===== config.mk =====
export PLATFORM = sky130hd
export DESIGN_NAME = projector_power_supervisor
export DESIGN_NICKNAME = d
export VERILOG_FILES = /design/src/rtl/pps_pkg.sv /design/src/rtl/projector_power_supervisor.sv
export SDC_FILE = /design/constraint.sdc
export NUM_CORES = 1
export LEC_CHECK = 0
export ABC_AREA = 1
export BUFFER_PORTS_ARGS = -buffer_cell sky130_fd_sc_hd__buf_2
export CAP_MARGIN = 25
export CELL_PAD_IN_SITES_DETAIL_PLACEMENT = 1
export CELL_PAD_IN_SITES_GLOBAL_PLACEMENT = 1
export CORE_ASPECT_RATIO = 1.5
export CORE_MARGIN = 2
export CORE_UTILIZATION = 48
export CTS_BUF_LIST = sky130_fd_sc_hd__clkbuf_8
export CTS_CLUSTER_SIZE = 24
export DETAILED_ROUTE_END_ITERATION = 6
export GPL_TIMING_DRIVEN = 0
export HOLD_SLACK_MARGIN = 0.06
export PLACE_DENSITY = 0.95
export SYNTH_ARGS = -nofsm -noshare
export SYNTH_HDL_FRONTEND = slang
export SYNTH_SLANG_ARGS = --single-unit

===== constraint.sdc =====
create_clock -name clk_i -period 3 [get_ports clk_i]
set_clock_uncertainty 0.05 [all_clocks]
set_input_delay 0.15 -clock clk_i [delete_from_list [all_inputs] [get_ports clk_i]]
set_output_delay 0.15 -clock clk_i [all_outputs]
set_load 0.1 [all_outputs]

===== src/rtl/pps_pkg.sv =====
`timescale 1ns / 1ps

package pps_pkg;

  // Width of the millisecond counters
  localparam int unsigned TIMER_BITS = 17;
  // Width of each timeout register
  localparam int unsigned CFG_W = 17;
  // Width used when a counter is compared against a register
  localparam int unsigned CMP_W = (TIMER_BITS > CFG_W) ? TIMER_BITS : CFG_W;
  localparam int unsigned CFG_IDX_W = 2;

  localparam logic [CFG_W-1:0] TURN_ON_TIMEOUT_RST = CFG_W'(45000);
  localparam logic [CFG_W-1:0] COOL_DOWN_TIMEOUT_RST = CFG_W'(30000);
  localparam logic [CFG_W-1:0] WARM_UP_DELAY_RST = CFG_W'(15000);

  typedef enum logic [CFG_IDX_W-1:0] {
    REG_TURN_ON_TIMEOUT = 2'd0,
    REG_COOL_DOWN_TIMEOUT = 2'd1,
    REG_WARM_UP_DELAY = 2'd2
  } cfg_idx_e;

  typedef enum logic [1:0] {
    OP_TICK = 2'd0,
    OP_REPORT = 2'd1,
    OP_SET_INTENT = 2'd2,
    OP_POWER_CMD = 2'd3
  } op_e;

  typedef enum logic [2:0] {
    ST_OFF = 3'd0,
    ST_UNKNOWN = 3'd1,
    ST_TURNING_ON = 3'd2,
    ST_WARMING = 3'd3,
    ST_ON = 3'd4,
    ST_COOLING = 3'd5,
    ST_TIMEOUT = 3'd6,
    ST_FAIL = 3'd7
  } status_e;

  typedef struct packed {
    op_e  operation;
    logic value_on;
  } in_item_t;

  typedef struct packed {
    status_e status;
    logic    intent_on;
    logic    send_valid;
    logic    send_on;
    logic    status_changed;
    logic    fail_event;
  } out_item_t;

endpackage


===== src/rtl/projector_power_supervisor.sv =====
`timescale 1ns / 1ps

// Projector power supervisor. Each beat on the input channel is a millisecond
// tick, a projector on/off report, a write of the commanded-on flag or a host
// power command; each produces exactly one result beat carrying the supervised
// status, the flag, an optional power command to send and event flags. One
// beat is accepted per clock while in_stall_o is low; the supervisor state
// updates at the accepting edge and the result goes to the result register,
// or to the skid register while the output stalls. This two-entry buffer lets
// one more beat in after the output stalls; in_stall_o rises only when both
// entries hold results. The user must write the three timeout registers via
// the plain write port only while the block is idle; the block does not
// enforce this. An index beyond the last register is ignored.
module projector_power_supervisor (
  input  logic                                clk_i,
  input  logic                                rst_ni,
  input  logic                                cfg_we_i,
  input  logic [pps_pkg::CFG_IDX_W-1:0]       cfg_idx_i,
  input  logic [pps_pkg::CFG_W-1:0]           cfg_wdata_i,
  input  logic                                in_valid_i,
  output logic                                in_stall_o,
  input  pps_pkg::in_item_t                   in_data_i,
  output logic                                out_valid_o,
  input  logic                                out_stall_i,
  output pps_pkg::out_item_t                  out_data_o
);

  localparam logic [pps_pkg::TIMER_BITS-1:0] TIMER_MAX = {pps_pkg::TIMER_BITS{1'b1}};

  // Configuration registers
  logic [pps_pkg::CFG_W-1:0] turn_on_to_q, cool_down_to_q, warm_up_q;

  // Supervisor state
  pps_pkg::status_e                 status_q, status_d;
  logic                             intent_q, intent_d;
  logic [pps_pkg::TIMER_BITS-1:0]   cmd_ms_q, cmd_ms_d;
  logic [pps_pkg::TIMER_BITS-1:0]   warm_ms_q, warm_ms_d;

  // Output buffer
  logic               out_valid_q, skid_valid_q;
  pps_pkg::out_item_t out_data_q, skid_data_q;
  pps_pkg::out_item_t result;

  logic in_accept, out_take;
  logic cmd_issue, cmd_on;
  logic turn_on_expired, cool_down_expired, warm_done;

  assign in_stall_o  = skid_valid_q;
  assign in_accept   = in_valid_i & ~skid_valid_q;
  assign out_take    = out_valid_q & ~out_stall_i;
  assign out_valid_o = out_valid_q;
  assign out_data_o  = out_data_q;

  // Compare counters against their limits (strictly greater)
  assign turn_on_expired   = pps_pkg::CMP_W'(cmd_ms_q) > pps_pkg::CMP_W'(turn_on_to_q);
  assign cool_down_expired = pps_pkg::CMP_W'(cmd_ms_q) > pps_pkg::CMP_W'(cool_down_to_q);
  assign warm_done         = pps_pkg::CMP_W'(warm_ms_q) > pps_pkg::CMP_W'(warm_up_q);

  // Write configuration registers
  always_ff @(posedge clk_i or negedge rst_ni) begin
    if (!rst_ni) begin
      turn_on_to_q   <= pps_pkg::TURN_ON_TIMEOUT_RST;
      cool_down_to_q <= pps_pkg::COOL_DOWN_TIMEOUT_RST;
      warm_up_q      <= pps_pkg::WARM_UP_DELAY_RST;
    end else if (cfg_we_i) begin
      unique case (cfg_idx_i)
        pps_pkg::REG_TURN_ON_TIMEOUT:   turn_on_to_q   <= cfg_wdata_i;
        pps_pkg::REG_COOL_DOWN_TIMEOUT: cool_down_to_q <= cfg_wdata_i;
        pps_pkg::REG_WARM_UP_DELAY:     warm_up_q      <= cfg_wdata_i;
        default: ;
      endcase
    end
  end

  // Walk the supervisor table for one beat
  always_comb begin
    status_d  = status_q;
    intent_d  = intent_q;
    cmd_ms_d  = cmd_ms_q;
    warm_ms_d = warm_ms_q;
    cmd_issue = 1'b0;
    cmd_on    = 1'b0;
    result    = '0;

    unique case (in_data_i.operation)
      pps_pkg::OP_TICK: begin
        if (cmd_ms_q != TIMER_MAX) cmd_ms_d = cmd_ms_q + 1'b1;
        if (warm_ms_q != TIMER_MAX) warm_ms_d = warm_ms_q + 1'b1;
      end
      pps_pkg::OP_SET_INTENT: begin
        intent_d = in_data_i.value_on;
      end
      pps_pkg::OP_POWER_CMD: begin
        cmd_issue = 1'b1;
        cmd_on    = in_data_i.value_on;
      end
      pps_pkg::OP_REPORT: begin
        if (intent_q && !in_data_i.value_on) begin
          // Commanded on, projector reports off
          case (status_q) inside
            pps_pkg::ST_OFF, pps_pkg::ST_UNKNOWN, pps_pkg::ST_TIMEOUT, pps_pkg::ST_FAIL: begin
              cmd_issue = 1'b1;
              cmd_on    = 1'b1;
            end
            pps_pkg::ST_TURNING_ON: begin
              if (turn_on_expired) begin
                status_d          = pps_pkg::ST_TIMEOUT;
                result.fail_event = 1'b1;
                intent_d          = 1'b0;
              end
            end
            pps_pkg::ST_WARMING, pps_pkg::ST_ON: begin
              status_d          = pps_pkg::ST_FAIL;
              result.fail_event = 1'b1;
              intent_d          = 1'b0;
            end
            default: begin
              status_d = pps_pkg::ST_OFF;
            end
          endcase
          if (status_d != status_q || result.fail_event) result.status_changed = 1'b1;
        end else if (intent_q) begin
          // Commanded on, projector reports on
          case (status_q)
            pps_pkg::ST_TURNING_ON: begin
              status_d              = pps_pkg::ST_WARMING;
              warm_ms_d             = '0;
              result.status_changed = 1'b1;
            end
            pps_pkg::ST_WARMING: begin
              if (warm_done) begin
                status_d              = pps_pkg::ST_ON;
                result.status_changed = 1'b1;
              end
            end
            pps_pkg::ST_ON: ;
            default: begin
              status_d              = pps_pkg::ST_ON;
              result.status_changed = 1'b1;
            end
          endcase
        end else if (!in_data_i.value_on) begin
          // Commanded off, projector reports off
          if (status_q != pps_pkg::ST_OFF) begin
            status_d              = pps_pkg::ST_OFF;
            result.status_changed = 1'b1;
          end
        end else begin
          // Commanded off, projector reports on
          case (status_q)
            pps_pkg::ST_COOLING: begin
              if (cool_down_expired) begin
                status_d              = pps_pkg::ST_ON;
                result.status_changed = 1'b1;
              end
            end
            pps_pkg::ST_OFF: begin
              intent_d  = 1'b1;
              cmd_issue = 1'b1;
              cmd_on    = 1'b1;
            end
            default: begin
              cmd_issue = 1'b1;
              cmd_on    = 1'b0;
            end
          endcase
        end
      end
      default: ;
    endcase

    // Apply a power command
    if (cmd_issue) begin
      status_d              = cmd_on ? pps_pkg::ST_TURNING_ON : pps_pkg::ST_COOLING;
      cmd_ms_d              = '0;
      result.send_valid     = 1'b1;
      result.send_on        = cmd_on;
      result.status_changed = 1'b1;
    end

    result.status    = status_d;
    result.intent_on = intent_d;
  end

  // Advance supervisor state on an accepted beat
  always_ff @(posedge clk_i or negedge rst_ni) begin
    if (!rst_ni) begin
      status_q  <= pps_pkg::ST_UNKNOWN;
      intent_q  <= 1'b0;
      cmd_ms_q  <= '0;
      warm_ms_q <= '0;
    end else if (in_accept) begin
      status_q  <= status_d;
      intent_q  <= intent_d;
      cmd_ms_q  <= cmd_ms_d;
      warm_ms_q <= warm_ms_d;
    end
  end

  // Hold results in the output register and the skid register
  always_ff @(posedge clk_i or negedge rst_ni) begin
    if (!rst_ni) begin
      out_valid_q  <= 1'b0;
      skid_valid_q <= 1'b0;
    end else if (out_take || !out_valid_q) begin
      out_valid_q  <= skid_valid_q | in_accept;
      skid_valid_q <= 1'b0;
    end else if (in_accept) begin
      skid_valid_q <= 1'b1;
    end
  end

  always_ff @(posedge clk_i) begin
    if (out_take || !out_valid_q) begin
      out_data_q <= skid_valid_q ? skid_data_q : result;
    end
    if (in_accept && out_valid_q && !out_take) begin
      skid_data_q <= result;
    end
  end

endmodule


==> impl_metrics.ini <==
[worst_setup_path]
arrival_ns = 2.94
r2r_end = warm_ms_q[11]
cp-end-kind = flop
rr_startpoint = warm_ms_q[1]
crit_path_start_kind = flop
crit_chain = ha_1, nand2_1, inv_1, nand3_1, nor4_1, nand4_1, nor2_1, ha_1, o21ai_2, nand3_2, a21oi_4, inv_1, clkbuf_1, nand2_1, o31ai_1
crit_start = warm_ms_q[1]
cpLargestDelayFamily = simple AND/OR/NAND/NOR gates
reg2reg_depth = 15
worstSetupPathType = flop to flop
r2r_slack_ns = 0.30
cp_max_fo = 10
cp_slowest_stage_delay_ns = 0.41
critPathBufInv = 3
crit_required_ns = 3.25
cpMaxStageDelayCell = dfrtp_1

[synth]
syn-num-nets = 923
ys_seq_elements = 107
netlist_instances = 837
ys_seq_area_frac = 0.423
syn_area_um2 = 6600
yosysUniqueCellTypes = 42
yosys_warnings = 0
syn_area_per_cell_um2 = 7.88

[clock_network]
numCtsBuffers = 9
post_cts_buffers = 0
cts_root_buf = clkbuf_8
h-tree-depth = 3
clock_latency_ns = 0.39
clockBufferDepth = 2
cts_tree = yes
cts_num_sinks = 107
clkTransAtPathRegs_ns = 0.11

[finish]
areaGrowthSynthToFinish_pct = 11.4
drive_gt1_frac = 0.116
final_util = 0.545
fin_nets = 987
diodes = 0
postLayoutCellArea_um2 = 7350

[grt]
grt_max_degree = 55
grt.total_usage = 0.288
overflow = 0
antenna_found_initial = 0
grt_pass1_wl_um = 32900
grt_pass1_vias = 6511

[place]
dpl_cell_area_um2 = 7000
place_ws_ns = 0.220
port_buffers = 35
hpwl_um = 14700
gp_congestion = 0.895

[timing]
setup_viol = 0
min_period_ns = 2.70
grt_setup_unrepaired = false
maxSlewHeadroom = 0.553
drv_slew = 0
hold_viol_final = 0
fin_ws_ns = 0.305
setup_tns_ns = 0
tightest_slew_ns = 0.667
period_share = 0.898
max_freq_ghz = 0.371
holdWs_ns = 0.0697

[power]
p_sw_frac = 0.407
intPower_mw = 2.45
p_sw_mw = 1.68
p_clk_frac = 0.204
p_seq_frac = 0.473
p_per_area_nw_per_um2 = 563
leakagePower_nw = 3.72
pwr-share-comb = 0.323
ir_worst_vdd_mv = 0.266

[die]
core_area_um2 = 13500
start_util = 0.490
rows = 52
die_w_um = 99.7
dieArea_um2 = 14700
die_h_um = 148
ioPinCount = 37

[status]
status = complete, no violations

[route]
drtIter0Drc = 236
wl_um = 20000
vias = 6052
routedWlPerCell_um = 18.8
dr.pass1.iters = 4
routed_via_density = 5.67
drc_errors = 0
postRouteAntennaNets = 0

[hold_path]
hold_path_class = input port to flop
whs_endpoint = cool_down_to_q[2]
holdPathStages = 3
min-delay-start = cfg_wdata_i[2]

[flow_run]
maxCapViolations = 0
metal layers:
metal / GRT usage / vias to the layer above / share of wire
li1: - / 2830 / -
met1: 0.312 / 2972 / 0.38
met2: 0.516 / 156 / 0.53
met3: 0.0492 / 94 / 0.029
met4: 0.175 / 0 / 0.068
met5: 0 / - / 0
Yosys cell counts:
| master | n | share of area |
|---|---|---|
| nand2_1 | 210 | 0.12 |
| inv_1 | 135 | 0.077 |
| o21ai_0 | 70 | 0.053 |
| dfrtp_1 | 67 | 0.25 |
| ha_1 | 59 | 0.11 |
| nor2_1 | 59 | 0.034 |
| nand3_1 | 42 | 0.032 |
| a21oi_1 | 32 | 0.024 |
| dfstp_2 | 24 | 0.096 |
| edfxtp_1 | 16 | 0.073 |
| clkbuf_1 | 12 | 0.0068 |
| nand4_1 | 12 | 0.011 |
| nor3_1 | 12 | 0.0091 |
| xor2_1 | 11 | 0.015 |
| inv_2 | 7 | 0.0040 |
| nor4_1 | 6 | 0.0057 |
| o21ai_1 | 6 | 0.0046 |
| o31ai_1 | 6 | 0.0068 |
| a21o_1 | 5 | 0.0057 |
| a31oi_1 | 5 | 0.0047 |
| nand2_4 | 4 | 0.0068 |
| nand2_2 | 3 | 0.0028 |
| nand3_2 | 3 | 0.0046 |
| o21a_1 | 3 | 0.0034 |
| xnor2_1 | 3 | 0.0040 |
| a211oi_1 | 2 | 0.0023 |
| and2_1 | 2 | 0.0019 |
| buf_2 | 2 | 0.0015 |
| buf_6 | 2 | 0.0034 |
| nor2_2 | 2 | 0.0019 |
| nor2_4 | 2 | 0.0034 |
| o21bai_1 | 2 | 0.0023 |
| o22ai_1 | 2 | 0.0019 |
| a21oi_4 | 1 | 0.0025 |
| a221oi_1 | 1 | 0.0013 |
| and3_1 | 1 | 0.00095 |
| buf_4 | 1 | 0.0011 |
| inv_4 | 1 | 0.00095 |
| nand4_2 | 1 | 0.0019 |
| nor3b_1 | 1 | 0.0011 |
| nor4b_1 | 1 | 0.0013 |
| o21ai_2 | 1 | 0.0013 |
registers in the layout, summed over array words and instances (netlist names):
register	cells
out_data_o	8
turn_on_to_q	17
intent_q	1
skid_data_q	8
in_stall_o	1
cmd_ms_q	17
warm_up_q	17
status_q	3
warm_ms_q	17
out_valid_o	1
cool_down_to_q	17
worst reg2reg max path: cells and delay by family (launching register included):
| kind | cells | cell delay (ns) |
|---|---|---|
| and+or+nand+nor | 7 | 0.87 |
| AOI/OAI and AO/OA | 3 | 0.23 |
| adders and majority gates | 2 | 0.47 |
| DFF | 1 | 0.41 |
| buffers and inverters | 3 | 0.58 |
cell type report:
| type | count | area, µm² |
|---|---|---|
| fillers | 1684 | 6120 |
| repair buffers | 53 | 375 |
| clock inverters | 7 | 46.3 |
| well taps | 162 | 203 |
| plain buffers | 17 | 85.1 |
| flip-flops and latches | 107 | 2790 |
| multi-input cells | 570 | 3190 |
| clock buffers | 9 | 124 |
| inverters | 143 | 539 |
through the flow:
step | std cells | total power, mW
6_report | 1068 | 4.13
5_1_grt | 1068 | 4.41
4_1_cts | 1068 | 4.11
3_5_place_dp | 1035 | 3.26
3_3_place_gp | 1034 | 3.15
2_1_floorplan | 837 | 2.84
worst max path at each step:
stage | end | slack, ns | depth (start not counted)
floorplan | warm_ms_q[10] | 0.72 | 17
global route | warm_ms_q[11] | 0.02 | 15
detailed placement | warm_ms_q[6] | 0.22 | 16
finish | warm_ms_q[11] | 0.30 | 15
CTS | warm_ms_q[6] | 0.22 | 16
global placement | warm_ms_q[6] | 0.21 | 16
layout by cell type, fill, tap and decap left out, types with 5 or more instances in the layout:
| cell type | instances |
|---|---|
| nand2_1 | 210 |
| nor4_1 | 6 |
| clkbuf_8 | 9 |
| o31ai_1 | 6 |
| nor2_1 | 58 |
| clkbuf_1 | 12 |
| buf_2 | 36 |
| dfrtp_1 | 67 |
| nand3_1 | 42 |
| dfstp_2 | 24 |
| nor3_1 | 12 |
| o21ai_1 | 6 |
| ha_1 | 59 |
| o21ai_0 | 70 |
| xor2_1 | 11 |
| a31oi_1 | 5 |
| inv_1 | 137 |
| edfxtp_1 | 16 |
| a21o_1 | 5 |
| dlygate4sd3_1 | 17 |
| nand4_1 | 12 |
| inv_2 | 7 |
| a21oi_1 | 32 |
power by group through the flow:
stage                     sequential (mW)  combinational [mW]  clock (mW)
after floorplan                      2.05               0.795           0
after detailed placement             1.97                1.29           0
final                                1.95                1.34       0.843
after global routing                 1.98                1.51       0.922
after global placement               1.95                1.20           0
after CTS                            1.95                1.32       0.847
repair_timing:
action,CTS,global route
hold endpoints to repair,74,0
setup endpoints to repair,0,1
hold buffers,17,0
resized for setup,0,1
cells by family (layout without fill, tap and decap cells):
family                   count (synthesis)  count (layout)  share of synthesized area
adder cells (fa/ha/maj)                 59              59                      0.112
flip-flops                             107             107                      0.423
buffers and inverters                  160             229                     0.0947
AO/OA/AOI/OAI                          136             136                      0.114
AND/OR/NAND/NOR                        361             361                      0.238
XOR/XNOR                                14              14                     0.0186
Power figures use the tool's default switching activity.
